**config.mk**
```make
export PLATFORM = sky130hd
export DESIGN_NAME = zebra_crossing_detector
export DESIGN_NICKNAME = d
export VERILOG_FILES = /design/src/sv/zcd_pkg.sv /design/src/sv/zebra_crossing_detector.sv
export VERILOG_INCLUDE_DIRS = /design/src /design/src/sv
export SDC_FILE = /design/constraint.sdc
export NUM_CORES = 1
export LEC_CHECK = 0
export BUFFER_PORTS_ARGS = -buffer_cell sky130_fd_sc_hd__buf_4
export CORE_MARGIN = 2
export CORE_UTILIZATION = 55
export DETAILED_ROUTE_END_ITERATION = 8
export HOLD_SLACK_MARGIN = 0.03
export PLACE_DENSITY = 0.75
export SLEW_MARGIN = 0
export SYNTH_ARGS = -nofsm -noshare
export SYNTH_HDL_FRONTEND = slang
export SYNTH_SLANG_ARGS = --single-unit
```
**constraint.sdc**
```tcl
create_clock -name clk -period 19.25 [get_ports clk]
set_clock_uncertainty 0.05 [all_clocks]
set_input_delay 1.925 -clock clk [delete_from_list [all_inputs] [get_ports clk]]
set_output_delay 1.925 -clock clk [all_outputs]
set_load 0.03 [all_outputs]
```
**src/sv/zebra_crossing_detector_defines.svh**
```systemverilog
// Assertion macros for the zebra crossing detector.
// Included by the top level; expects signals named clk and rst_n in scope.
`ifndef ZEBRA_CROSSING_DETECTOR_DEFINES_SVH
`define ZEBRA_CROSSING_DETECTOR_DEFINES_SVH

// The consequent must hold in the same cycle as the antecedent.
`define ZCD_ASSERT_SAME(name, ante, cons, msg) \
    name: assert property (@(posedge clk) disable iff (!rst_n) (ante) |-> (cons)) \
        else $error(msg);

// The consequent must hold in the cycle after the antecedent.
`define ZCD_ASSERT_NEXT(name, ante, cons, msg) \
    name: assert property (@(posedge clk) disable iff (!rst_n) (ante) |=> (cons)) \
        else $error(msg);

`endif

```
**src/sv/zcd_pkg.sv**
```systemverilog
`timescale 1ns / 1ps
// Types and constants of the zebra crossing detector.
// No dependencies; imported by zebra_crossing_detector.
package zcd_pkg;

    // Image geometry and run counter cap.
    localparam int IMAGE_WIDTH = 320;
    localparam int HALF_SPAN   = 150;
    localparam int RUN_CAP     = 20;

    localparam int COL_LO_RAW  = IMAGE_WIDTH / 2 - HALF_SPAN;
    localparam int COL_HI_RAW  = IMAGE_WIDTH / 2 + HALF_SPAN - 1;
    localparam int COL_LO_CLIP = (COL_LO_RAW < 0) ? 0 : COL_LO_RAW;
    localparam int COL_HI_CLIP = (COL_HI_RAW > 1023) ? 1023 : COL_HI_RAW;

    localparam logic [9:0] COL_FIRST = 10'(COL_LO_CLIP);
    localparam logic [9:0] COL_LAST  = 10'(COL_HI_CLIP);
    localparam logic [4:0] RUN_CAP_V = 5'(RUN_CAP);

    localparam logic [8:0]  BLOCKS_MAX = 9'h1FF;
    localparam logic [10:0] ROWS_MAX   = 11'h7FF;

    // Register map, word index into the configuration space.
    typedef enum logic [2:0] {
        REG_RUN_MIN       = 3'd0,
        REG_RUN_MAX       = 3'd1,
        REG_BLOCK_MIN     = 3'd2,
        REG_BLOCK_MAX     = 3'd3,
        REG_ROW_THRESHOLD = 3'd4,
        REG_STOP_FRAMES   = 3'd5,
        REG_ROW_FIRST     = 3'd6,
        REG_ROW_LAST      = 3'd7
    } reg_idx_t;

    localparam logic [4:0]  RST_RUN_MIN       = 5'd4;
    localparam logic [4:0]  RST_RUN_MAX       = 5'd8;
    localparam logic [8:0]  RST_BLOCK_MIN     = 9'd5;
    localparam logic [8:0]  RST_BLOCK_MAX     = 9'd9;
    localparam logic [10:0] RST_ROW_THRESHOLD = 11'd5;
    localparam logic [6:0]  RST_STOP_FRAMES   = 7'd10;
    localparam logic [9:0]  RST_ROW_FIRST     = 10'd70;
    localparam logic [9:0]  RST_ROW_LAST      = 10'd189;

    // Crossing phase.
    typedef enum logic [2:0] {
        PH_NONE   = 3'b001,
        PH_DETECT = 3'b010,
        PH_START  = 3'b100
    } phase_t;

    // Codes of the crossing_state result field.
    localparam logic [1:0] CS_NONE   = 2'd0;
    localparam logic [1:0] CS_DETECT = 2'd1;
    localparam logic [1:0] CS_START  = 2'd2;

    // Input item after the input register.
    typedef struct packed {
        logic [7:0] pixel;
        logic [9:0] col;
        logic [9:0] row;
        logic       frame_end;
    } pix_item_t;

    // Result item.
    typedef struct packed {
        logic [6:0]  countdown;
        logic [10:0] striped_rows;
        logic [1:0]  crossing_state;
        logic        detected;
    } result_t;

endpackage

```
**src/sv/zebra_crossing_detector.sv**
```systemverilog
`timescale 1ns / 1ps
// Zebra crossing detector: counts black runs per row in a scan window of a raster stream.
// Depends on zcd_pkg and zebra_crossing_detector_defines.svh.
//
//   Channel   Direction  Handshake            Contents
//   s_*       in         s_tvalid / s_tready  pixel, col, row; s_tlast marks frame end
//   m_*       out        m_tvalid / m_tready  one result per frame
//   APB       in/out     psel, penable        eight configuration registers
//
// One pixel is taken per clock unless a stalled result holds the input stage; each item
// passes the input register, then the run, stripe and row counters update and a frame
// result lands in the output register, so a frame's last pixel passes both registers.
// Reset clears all counters and loads the register defaults. A stalled result holds the
// input stage only when the next item also ends a frame; other pixels keep flowing.
`include "zebra_crossing_detector_defines.svh"

module zebra_crossing_detector
    import zcd_pkg::*;
(
    input  logic        clk,
    input  logic        rst_n,
    // Stream in
    input  logic        s_tvalid,
    output logic        s_tready,
    input  logic [31:0] s_tdata,   // [7:0] pixel, [17:8] col, [27:18] row, [31:28] zero
    input  logic        s_tlast,   // frame_end
    // Stream out
    output logic        m_tvalid,
    input  logic        m_tready,
    output logic [23:0] m_tdata,   // [0] detected, [2:1] crossing_state,
                                   // [13:3] striped_rows, [20:14] countdown, [23:21] zero
    // Configuration
    input  logic        psel,
    input  logic        penable,
    input  logic        pwrite,
    input  logic [4:0]  paddr,
    input  logic [31:0] pwdata,
    output logic [31:0] prdata,
    output logic        pready
);

    // Configuration registers
    logic [4:0]  run_min_reg;
    logic [4:0]  run_max_reg;
    logic [8:0]  block_min_reg;
    logic [8:0]  block_max_reg;
    logic [10:0] row_threshold_reg;
    logic [6:0]  stop_frames_reg;
    logic [9:0]  row_first_reg;
    logic [9:0]  row_last_reg;

    reg_idx_t    cfg_idx;
    logic        cfg_wr;

    // Input stage
    logic        in_valid_reg;
    pix_item_t   in_item_reg;
    logic        in_adv;

    // Frame state
    logic [4:0]  run_length_reg, run_length_next;
    logic [8:0]  row_blocks_reg, row_blocks_next;
    logic [10:0] row_count_reg,  row_count_next;
    logic [6:0]  stop_count_reg, stop_count_next;
    phase_t      phase_reg,      phase_next;

    // Output stage
    logic        out_valid_reg;
    result_t     out_item_reg;
    result_t     out_item_next;

    // Per-pixel working values
    logic        in_win;
    logic        row_start;
    logic        row_end;
    logic [4:0]  run_base;
    logic [8:0]  blocks_base;
    logic [4:0]  run_upd;
    logic [8:0]  blocks_upd;
    logic [10:0] rows_upd;
    logic        stripe;
    logic        row_ok;
    logic        detected;
    phase_t      phase_det;
    logic [6:0]  stop_det;
    logic [1:0]  state_code;

    // ---------------- Configuration port ----------------
    assign pready  = 1'b1;
    assign cfg_idx = reg_idx_t'(paddr[4:2]);
    assign cfg_wr  = psel && penable && pwrite && pready;

    always_ff @(posedge clk or negedge rst_n)
    begin
        if (!rst_n)
        begin
            run_min_reg       <= RST_RUN_MIN;
            run_max_reg       <= RST_RUN_MAX;
            block_min_reg     <= RST_BLOCK_MIN;
            block_max_reg     <= RST_BLOCK_MAX;
            row_threshold_reg <= RST_ROW_THRESHOLD;
            stop_frames_reg   <= RST_STOP_FRAMES;
            row_first_reg     <= RST_ROW_FIRST;
            row_last_reg      <= RST_ROW_LAST;
        end
        else if (cfg_wr)
        begin
            unique case (cfg_idx)
                REG_RUN_MIN:       run_min_reg       <= pwdata[4:0];
                REG_RUN_MAX:       run_max_reg       <= pwdata[4:0];
                REG_BLOCK_MIN:     block_min_reg     <= pwdata[8:0];
                REG_BLOCK_MAX:     block_max_reg     <= pwdata[8:0];
                REG_ROW_THRESHOLD: row_threshold_reg <= pwdata[10:0];
                REG_STOP_FRAMES:   stop_frames_reg   <= pwdata[6:0];
                REG_ROW_FIRST:     row_first_reg     <= pwdata[9:0];
                REG_ROW_LAST:      row_last_reg      <= pwdata[9:0];
                default:           ;
            endcase
        end
    end

    always_comb
    begin
        unique case (cfg_idx)
            REG_RUN_MIN:       prdata = {27'd0, run_min_reg};
            REG_RUN_MAX:       prdata = {27'd0, run_max_reg};
            REG_BLOCK_MIN:     prdata = {23'd0, block_min_reg};
            REG_BLOCK_MAX:     prdata = {23'd0, block_max_reg};
            REG_ROW_THRESHOLD: prdata = {21'd0, row_threshold_reg};
            REG_STOP_FRAMES:   prdata = {25'd0, stop_frames_reg};
            REG_ROW_FIRST:     prdata = {22'd0, row_first_reg};
            REG_ROW_LAST:      prdata = {22'd0, row_last_reg};
            default:           prdata = 32'd0;
        endcase
    end

    // ---------------- Input register ----------------
    // The input stage moves on unless it holds a frame end and the result is stalled.
    assign in_adv   = in_valid_reg && (!in_item_reg.frame_end || !out_valid_reg || m_tready);
    assign s_tready = !in_valid_reg || in_adv;

    always_ff @(posedge clk or negedge rst_n)
    begin
        if (!rst_n)
        begin
            in_valid_reg <= 1'b0;
        end
        else if (s_tready)
        begin
            in_valid_reg <= s_tvalid;
        end
    end

    always_ff @(posedge clk)
    begin
        if (s_tready && s_tvalid)
        begin
            in_item_reg.pixel     <= s_tdata[7:0];
            in_item_reg.col       <= s_tdata[17:8];
            in_item_reg.row       <= s_tdata[27:18];
            in_item_reg.frame_end <= s_tlast;
        end
    end

    // ---------------- Run and row counting ----------------
    always_comb
    begin
        in_win = (in_item_reg.row >= row_first_reg) && (in_item_reg.row <= row_last_reg)
              && (in_item_reg.col >= COL_FIRST) && (in_item_reg.col <= COL_LAST);
        row_start = (in_item_reg.col == COL_FIRST);
        row_end   = (in_item_reg.col == COL_LAST);

        run_base    = row_start ? 5'd0 : run_length_reg;
        blocks_base = row_start ? 9'd0 : row_blocks_reg;

        // A nonzero pixel closes the run; it counts when its length is in range.
        stripe = (run_base >= run_min_reg) && (run_base <= run_max_reg)
              && (blocks_base != BLOCKS_MAX);

        if (in_item_reg.pixel == 8'd0)
        begin
            run_upd    = (run_base < RUN_CAP_V) ? run_base + 5'd1 : run_base;
            blocks_upd = blocks_base;
        end
        else
        begin
            run_upd    = 5'd0;
            blocks_upd = blocks_base + {8'd0, stripe};
        end

        row_ok = (blocks_upd >= block_min_reg) && (blocks_upd <= block_max_reg)
              && (row_count_reg != ROWS_MAX);

        rows_upd = row_count_reg;
        if (in_win && row_end)
        begin
            rows_upd   = row_count_reg + {10'd0, row_ok};
            run_upd    = 5'd0;
            blocks_upd = 9'd0;
        end
        if (!in_win)
        begin
            run_upd    = run_length_reg;
            blocks_upd = row_blocks_reg;
        end

        // Frame judgement.
        detected  = (rows_upd >= row_threshold_reg);
        phase_det = detected ? PH_DETECT : phase_reg;
        stop_det  = detected ? stop_frames_reg : stop_count_reg;
        phase_next      = phase_det;
        stop_count_next = stop_det;
        if ((phase_det == PH_DETECT) && (stop_det != 7'd0))
        begin
            stop_count_next = stop_det - 7'd1;
            if (stop_det == 7'd2)
            begin
                phase_next = PH_START;
            end
        end

        unique case (phase_next)
            PH_NONE:   state_code = CS_NONE;
            PH_DETECT: state_code = CS_DETECT;
            PH_START:  state_code = CS_START;
            default:   state_code = CS_NONE;
        endcase

        out_item_next.detected       = detected;
        out_item_next.crossing_state = state_code;
        out_item_next.striped_rows   = rows_upd;
        out_item_next.countdown      = stop_count_next;

        if (in_item_reg.frame_end)
        begin
            run_length_next = 5'd0;
            row_blocks_next = 9'd0;
            row_count_next  = 11'd0;
        end
        else
        begin
            run_length_next = run_upd;
            row_blocks_next = blocks_upd;
            row_count_next  = rows_upd;
            phase_next      = phase_reg;
            stop_count_next = stop_count_reg;
        end
    end

    always_ff @(posedge clk or negedge rst_n)
    begin
        if (!rst_n)
        begin
            run_length_reg <= 5'd0;
            row_blocks_reg <= 9'd0;
            row_count_reg  <= 11'd0;
            stop_count_reg <= 7'd0;
            phase_reg      <= PH_NONE;
        end
        else if (in_adv)
        begin
            run_length_reg <= run_length_next;
            row_blocks_reg <= row_blocks_next;
            row_count_reg  <= row_count_next;
            stop_count_reg <= stop_count_next;
            phase_reg      <= phase_next;
        end
    end

    // ---------------- Output register ----------------
    always_ff @(posedge clk or negedge rst_n)
    begin
        if (!rst_n)
        begin
            out_valid_reg <= 1'b0;
        end
        else if (in_adv && in_item_reg.frame_end)
        begin
            out_valid_reg <= 1'b1;
        end
        else if (m_tready)
        begin
            out_valid_reg <= 1'b0;
        end
    end

    always_ff @(posedge clk)
    begin
        if (in_adv && in_item_reg.frame_end)
        begin
            out_item_reg <= out_item_next;
        end
    end

    assign m_tvalid = out_valid_reg;
    assign m_tdata  = {3'd0, out_item_reg};

    // ---------------- Assertions ----------------
    `ZCD_ASSERT_SAME(a_start_has_count_one,
        m_tvalid && (m_tdata[2:1] == CS_START), m_tdata[20:14] == 7'd1,
        "start phase reported with a countdown other than one")
    `ZCD_ASSERT_SAME(a_detect_sets_phase,
        m_tvalid && m_tdata[0], m_tdata[2:1] != CS_NONE,
        "detection reported while the phase is none")
    `ZCD_ASSERT_NEXT(a_input_stage_holds,
        in_valid_reg && !in_adv, in_valid_reg,
        "stalled input item was dropped")

endmodule

```
==> results of run 1 <==
worst max-delay path: cells and delay by family, from the launching register on:
family / cells / cell delay (ns)
compound gates: 15 / 2.12
xor+xnor: 1 / 0.28
fa+ha+maj: 8 / 1.99
buf+inv: 1 / 0.27
flops: 1 / 0.36
mux: 2 / 0.63
simple gates: 10 / 3.09
worst max-delay path by stage:
stage / end / start / slack (ns) / depth (start not counted)
finish: m_tdata[2] / in_item_reg[17] / 10.20 / 37
global route: m_tdata[2] / in_item_reg[20] / 9.30 / 38
CTS: m_tdata[2] / in_item_reg[17] / 10.27 / 37
detailed placement: m_tdata[2] / in_item_reg[17] / 10.34 / 38
global placement: m_tdata[2] / in_item_reg[17] / 10.48 / 37
floorplan: m_tdata[2] / in_item_reg[17] / 11.40 / 40
cell type report:
| class | count | area [um2] |
|---|---|---|
| Clock buffer | 23 | 542 |
| Clock inverter | 9 | 81.3 |
| Fill cell | 1308 | 5630 |
| Inverter | 66 | 248 |
| Multi-Input combinational cell | 635 | 4280 |
| Sequential cell | 153 | 4100 |
| Tap cell | 216 | 270 |
| Timing Repair Buffer | 90 | 676 |
synth_stat cells (20+ instances only):
master / instances / area, um2
mux2i_1: 21 / 210
nor2_1: 47 / 176
clkbuf_1: 24 / 90.1
nand3_1: 20 / 100
dfrtp_1: 83 / 2080
nand2_1: 103 / 387
edfxtp_1: 50 / 1500
ha_1: 61 / 763
inv_1: 63 / 236
dfstp_2: 20 / 526
o21ai_0: 84 / 420
mux2_2: 31 / 349
a21oi_1: 43 / 215
buf_4: 25 / 188
stage by stage:
step / util (%) / hold WS (ns) / worst slack (ns)
global placement: 60.5 / 0.436 / 10.48
detailed placement: 60.5 / 0.446 / 10.34
floorplan: - / 0.419 / 11.40
global route: 64.4 / 0.465 / 9.30
CTS: 64.4 / 0.452 / 10.27
finish: 64.4 / 0.452 / 10.20
power groups by stage:
stage	Combinational [mW]	Sequential, mW	Clock (mW)
floorplan	0.194	0.447	0
global placement	0.271	0.445	0
detailed placement	0.278	0.446	0
CTS	0.281	0.441	0.346
global route	0.314	0.449	0.360
finish	0.282	0.442	0.344
placed cells by master, fill, tap and decap left out, drive strengths merged, types with 4 or more instances in the layout:
| master | n |
|---|---|
| nand2 | 105 |
| buf | 90 |
| o21ai | 85 |
| dfrtp | 83 |
| inv | 64 |
| ha | 61 |
| edfxtp | 50 |
| nor2 | 47 |
| a21oi | 44 |
| mux2 | 31 |
| conb | 25 |
| clkbuf | 23 |
| mux2i | 21 |
| nand3 | 21 |
| dfstp | 20 |
| nand4 | 14 |
| and2 | 14 |
| nor3 | 13 |
| xnor2 | 10 |
| clkinv | 10 |
| nand2b | 8 |
| a21o | 8 |
| or3 | 8 |
| xor2 | 7 |
| a31oi | 7 |
| a22o | 7 |
| and3 | 7 |
| o31ai | 6 |
| o22ai | 6 |
| a41oi | 6 |
| nor2b | 5 |
| o211ai | 5 |
| a211oi | 5 |
| or4 | 4 |
| nor4 | 4 |
| a32o | 4 |
| mux4 | 4 |
per-layer routing:
layer,vias to the layer above,wire [um],global-route usage (%)
met1,3348,9240,35.8
met5,-,0,0
li1,3308,-,-
met4,0,331,7.57
met2,257,9770,39.9
met3,26,1300,5.50
kinds of logic (layout without fill, tap and decap cells):
group / after synthesis / count (layout) / synth area share, %
AOI/OAI and AO/OA: 211 / 211 / 14.9
xor gates and xnor gates: 17 / 17 / 1.68
adders and majority gates: 61 / 61 / 8.61
buffers and inverters: 122 / 188 / 6.46
DFF: 153 / 153 / 46.3
muxes: 56 / 56 / 7.33
other: 2 / 25 / 0.0847
and+or+nand+nor: 265 / 265 / 14.7
==> run summary, run 1 <==
Synthesis handed over a netlist of 887 instances. The floorplan has 46 rows. The routed wire length was 20600 um; the power density relative to cell area was 105 mW/mm2. The design draws 1.07 mW.

The worst path uses 47.0% of the clock period. After synthesis, the mean cell area works out to 9.99 um2. The most used flip-flop cell after synthesis is dfrtp_1.

The run finished with clean final reports. The number of flip-flops under the largest register name came out at 29. Internal power comes to 730 uW. The tightest slew margin relative to the limit is 21.4%, and the net count of the finished layout is 1101. In the final routed layout, each cell accounts on average for 17.3 um. The max-slew violation total from the final report is 0.

The number of top-level pins came out at 136. After floorplanning, the core was sized to cover 0.0158 mm2. Clock tree root buffer cell: clkbuf_16.

The total count of hold-check failures in the final report is 0, and the number of cells upsized or downsized after cts is 0. The worst setup path is captured at a flip-flop. The die outline area is 0.0171 mm2, and the number of cells on the worst hold path is 1. The horizontal die dimension was 131 um. Setup repair after global routing left no endpoint under its margin. The number of routed nets with antenna violations is 0. Clock latency on the worst-skew pair, taken at its later pin, is 0.43 ns. The maximum level of the CTS H-tree was 4; the maximum net fanout on the critical path was 21. Of the total power, registers draw 41.4%. For the final routed database, the setup TNS stands at 0 ns. After routing the design area is 0.0102 mm2. The first detailed-routing pass took 7 iterations. The largest net degree at the start of global routing is 72.

In this run the power spent charging and discharging nets is 339 uW. The kind of critical path is reg2reg. Per report_power, the combinational group accounts for 26.4% of the total. Compared with the post-synthesis result, the final layout area differs by 15.0%. After detailed placement, the design holds a cell count of 1160. The critical path data arrival time was 9.19 ns; the stage delay of the slowest cell on the critical path was 0.58 ns.

The longest clock path from root to sink contains 2 buffers. In this run, the number of DRC markers left after iteration 0 of detailed routing was 586. Summed over all layers, the global routing overflow is 0. The setup slack of the most critical reg-to-reg path is 10.20 ns, and the number of buffers created by CTS is 17.

Max-cap violations in this run came to 0. Setup violations remaining at the end of the flow were counted as 0. The placed instances occupy a cell area of 0.00958 mm2. Using the TritonRoute via totals, the vias-per-cell ratio works out to 5.82. For the number of global-route vias before repair, the log shows 6535. The share of total power in the clock network was 32.2%. In this run switching power makes up 31.7% of total power. The first global-routing pass estimated 33400 um of wire. For this design, the sink count on the clock tree is 153. Cell depth of the worst flop-to-flop path: 37.

For this design, the slowest cell found on the critical path is nand3_1. The startpoint identified for the worst register-to-register timing path is in_item_reg[17]. The required time of the worst setup path is 19.38 ns.

The cell with the most instances on the worst path is ha_1. The part of the Yosys area used for sequential elements was 46.3%. The endpoint of the lowest-slack register-to-register path is m_tdata[2].

For hold timing, the worst endpoint is phase_reg[0]. The detailed-placement wirelength estimate was 14800 um. The path class of the tightest hold or removal check is reg2reg.

In this run, synthesis produced a sequential element count of 153. The minimum clock period after layout was 9.05 ns. In this run the vertical extent of the chip is 131 um.

Number of diodes: 0. The clock slew seen by the registers of the worst setup and hold paths is 0.06 ns, and the worst vdd rail ir drop is 0.0685 mV. The synthesized design contains 50 enable-type register cells. Upper clock frequency limit: 0.110 GHz. The detailed router placed 6939 vias in this run. Startpoint kind of the worst setup timing path: a flip-flop. For this design the static power due to leakage is 4.63 nW. Once the floorplan was initialized, standard cells occupied 56.0% of the core.

The proportion of register bits with asynchronous set or reset after synthesis works out to 67.3%. The count of cells in the finished layout, fillers not included, comes to 1192. The count of input and output buffers works out to 83. The startpoint identified for the worst hold timing path is phase_reg[0]. Global routing consumed, over all layers together, 25.5% of the routing resources. Of the cells placed in the final design, the portion with a size suffix greater than 1 is 20.1%.

The post-CTS repair timing setup buffer count is 0. TritonCTS built the clock tree. For the pin with the worst max-slew slack, the measured transition is 1.17 ns. The congestion estimate from routability-driven global placement came to 0.843. For this run, the number of Yosys warnings is 0.

After detailed routing, the number of remaining DRC violations is 0. For this design, the CTS-stage hold fixing added 0 buffers. The number of different library cells used by synthesis comes to 77.

The cell area that synthesis handed to floorplanning was 0.00886 mm2. Number of antenna violations at the first check in global routing: 0.
Power figures use the tool's default switching activity.
==> run 2, diff against run 1 <==
==> constraint.sdc (replaced) <==
create_clock -name clk -period 8.7 [get_ports clk]
set_clock_uncertainty 0.05 [all_clocks]
set_input_delay 0.87 -clock clk [delete_from_list [all_inputs] [get_ports clk]]
set_output_delay 0.87 -clock clk [all_outputs]
set_load 0.03 [all_outputs]
==> run 2 against run 1 <==
Against the previous run: via count grew 0.72%; hold slack lost 0.039 ns; non-clock buffer count grew 1; sequential share of layout area shrank 0.22 points; first-iteration DRC count shrank 3.1%; count of clock-buffer cells in the layout shrank 6; critical path depth shrank 3; cell count is essentially flat; setup slack lost 9.5 ns; final area grew 0.54%; register-to-register slack lost 9.5 ns; global-route usage shrank 0.33 points; critical path type unchanged; critical endpoint is now m_tdata[15]; highest routed layer unchanged.
==> run summary, run 2 (synthesis gave the netlist of run 1 again) <==
In the final design database the tool counted 1102 nets. The critical register-to-register path startpoint is in_item_reg[11]. The combinational share of power was 26.3%; the number of flip-flops under the largest register name was 29. On the critical path the largest part of the delay comes from compound AO/OA/AOI/OAI gates.

Stage delay of the slowest cell on the critical path: 0.45 ns. The min-delay analysis places its worst path in the category in2async. Of the total power, the share spent switching nets is 32.5%. Summing all non-filler instances in the final layout gives an area of 0.0103 mm2. Setup repair after global routing left no endpoint under its margin. The H-tree was split into 4 levels.

The run gives 1193 as the final cell count without fillers. Dividing the final minimum period by the clock period gives 92.3%. Hold timing on the final database bottoms out at a slack of 0.413 ns.

The worst vdd rail ir drop was 0.153 mV. The flow ran to the end, and the final reports show no timing, DRC or antenna violations. STA puts the critical path data arrival time at 8.17 ns.

In this run the register-to-register setup slack is 0.67 ns. The logs give 0.00958 mm2 for the area after detailed placement and 0 for the remaining design rule violation count. The critical path contains buffers and inverters numbering 2 combined. The post-CTS repair timing setup buffer count was 0. Sequential cells account for 41.3% of the total power. Clock tree root buffer cell: clkbuf_16.

Per report_power, the clock group accounts for 32.4% of the total. Across all setup checks in the final design, the least slack found is 0.667 ns. Headroom to the max-slew limit came out at 16.6%. The number of antenna violations at the first check in global routing came out at 0. TritonCTS built the clock tree.

Vertical extent of the die: 131 um. Once detail routing completed, the nets flagged for antenna violations numbered 0. In this run the horizontal extent of the chip is 131 um. In this run the power spent charging and discharging nets is 773 uW. For the final routed database, the setup TNS stands at 0 ns. The run gives 8.83 ns as the required time of the worst setup path. The largest net degree at the start of global routing was 56.

During I/O placement, the number of pins put on the boundary was 136. The count of hold buffers inserted by post-cts repair came out at 0. The logs give 0 for the setup-violating endpoint count in the final report and 20800 um for the routed wire length.

Counting stages on the worst path, the most repeated cell is ha_1. In this run the standard cell core region covers 0.0158 mm2. The final estimated routing congestion in global placement is 0.838, and the measured slew at the worst slew-check pin is 1.25 ns. During placement, the flow inserted port buffers numbering 83. Wire length of the first global-routing pass: 33100 um.

Once the floorplan was initialized, standard cells occupied 56.0% of the core. The tools report the maximum root-to-sink buffer count as 2. Startpoint kind of the worst setup timing path: a flip-flop.

The logs give 1302 for the filler cell count and 0.44 ns for the clock latency of the later-clocked register in the worst-skew pair. Post-CTS repair changed the size of 0 cells. The remaining global-route overflow came out at 0. For the max-slew violation total from the final report, the log shows 0.

The library cells used most frequently in the layout, excluding fill and tap cells, are 102 x nand2_1, 90 x buf_4, 84 x o21ai_0. The analysis attributes to cell leakage a power of 4.62 nW. Dividing total power by cell area gives a power density of 232 mW/mm2. Max-cap violations in this run came to 0. For this run, the top clock speed supported by timing is 0.124 GHz. The initialized floorplan defines 46 standard-cell rows. Kind of critical path: reg2reg. STA classifies the critical path endpoint as a flip-flop.

The clock slew seen by the registers of the worst setup and hold paths is 0.06 ns. The most common library cell in the layout ignoring fill and taps was nand2_1. Cell depth of the worst flop-to-flop path: 34. Before CTS, the worst setup slack after placement is 0.248 ns. The maximum net fanout on the critical path works out to 20. For the total chip power, the log shows 2.38 mW.

The first detailed-routing pass took 5 iterations. Cells fill 64.8% of the core in the end. From synthesis to final layout, the design area changed by 15.7%.

The routed design could run at a clock period as short as 8.03 ns. The endpoint of the lowest-slack register-to-register path was m_tdata[15]. For this design, the sink count on the clock tree is 153. The slowest stage of the critical path is the edfxtp_1 cell.

Cells with a size suffix above 1 make up 20.9% of the layout. The number of global-route vias before repair is 6519, and the routed via count is 6989. For the detailed-placement wirelength estimate, the log shows 14900 um. The first routing iteration left 568 violations.

In the final routed layout, each cell accounts on average for 17.4 um. Global-route usage over all layers: 25.1%. The die covers 0.0171 mm2.

0 antenna diodes ended up in the layout. The vias per cell was 5.86; the placed cell count was 1161. The internal power summed over all cells was 1.61 mW; the total count of hold-check failures in the final report was 0. Clock tree synthesis inserted a total of 17 buffers.
[run 2: changes by cell type in the layout (fill, tap and decap cells not counted), moves of 3 or more]
| cell | delta |
|---|---|
| clkbuf_16 | -3 |
| clkbuf_8 | -3 |
| clkinv_2 | -5 |
| clkinvlp_4 | +3 |
| inv_6 | +4 |
[run 2: worst reg2reg max path, delay by kind of cell, from the launching register on]
family	cells	cell delay, ns
AOI/OAI and AO/OA	15	2.25
and+or+nand+nor	8	2.07
adders and majority gates	7	1.75
buffers and inverters	2	0.52
DFF	1	0.45
muxes	1	0.37
xor gates and xnor gates	1	0.34
[run 2: worst max-delay path by stage]
stage | slack [ns] | cells after the start | to | from
after detailed placement | 0.25 | 34 | m_tdata[15] | in_item_reg[11]
final | 0.67 | 34 | m_tdata[15] | in_item_reg[11]
after CTS | 0.22 | 34 | m_tdata[15] | in_item_reg[17]
after floorplan | 0.85 | 40 | m_tdata[2] | in_item_reg[17]
after global routing | 0.02 | 38 | m_tdata[1] | in_item_reg[11]
after global placement | 0.41 | 35 | m_tdata[15] | in_item_reg[17]
[run 2: final cells by class]
type | instances | area (um2) | area share [%]
multi-input cells | 635 | 4330 | 42.2
inverters | 66 | 248 | 2.42
well taps | 216 | 270 | 2.64
flip-flops and latches | 153 | 4100 | 40.0
clock inverters | 15 | 191 | 1.87
clock buffers | 17 | 425 | 4.15
repair buffers | 91 | 687 | 6.70
[run 2: power by group through the flow]
| stage | combinational, mW | clock, mW | sequential [mW] |
|---|---|---|---|
| CTS | 0.621 | 0.782 | 0.979 |
| detailed placement | 0.614 | 0 | 0.990 |
| global placement | 0.601 | 0 | 0.984 |
| floorplan | 0.428 | 0 | 0.989 |
| global route | 0.698 | 0.805 | 0.998 |
| finish | 0.626 | 0.772 | 0.983 |
[run 2: metal layers]
| metal | wire length (um) | vias up | global-route usage [%] |
|---|---|---|---|
| li1 | - | 3312 | - |
| met1 | 9280 | 3389 | 35.2 |
| met2 | 9760 | 249 | 39.6 |
| met3 | 1270 | 39 | 4.76 |
| met4 | 447 | 0 | 8.45 |
| met5 | 0 | - | 0 |
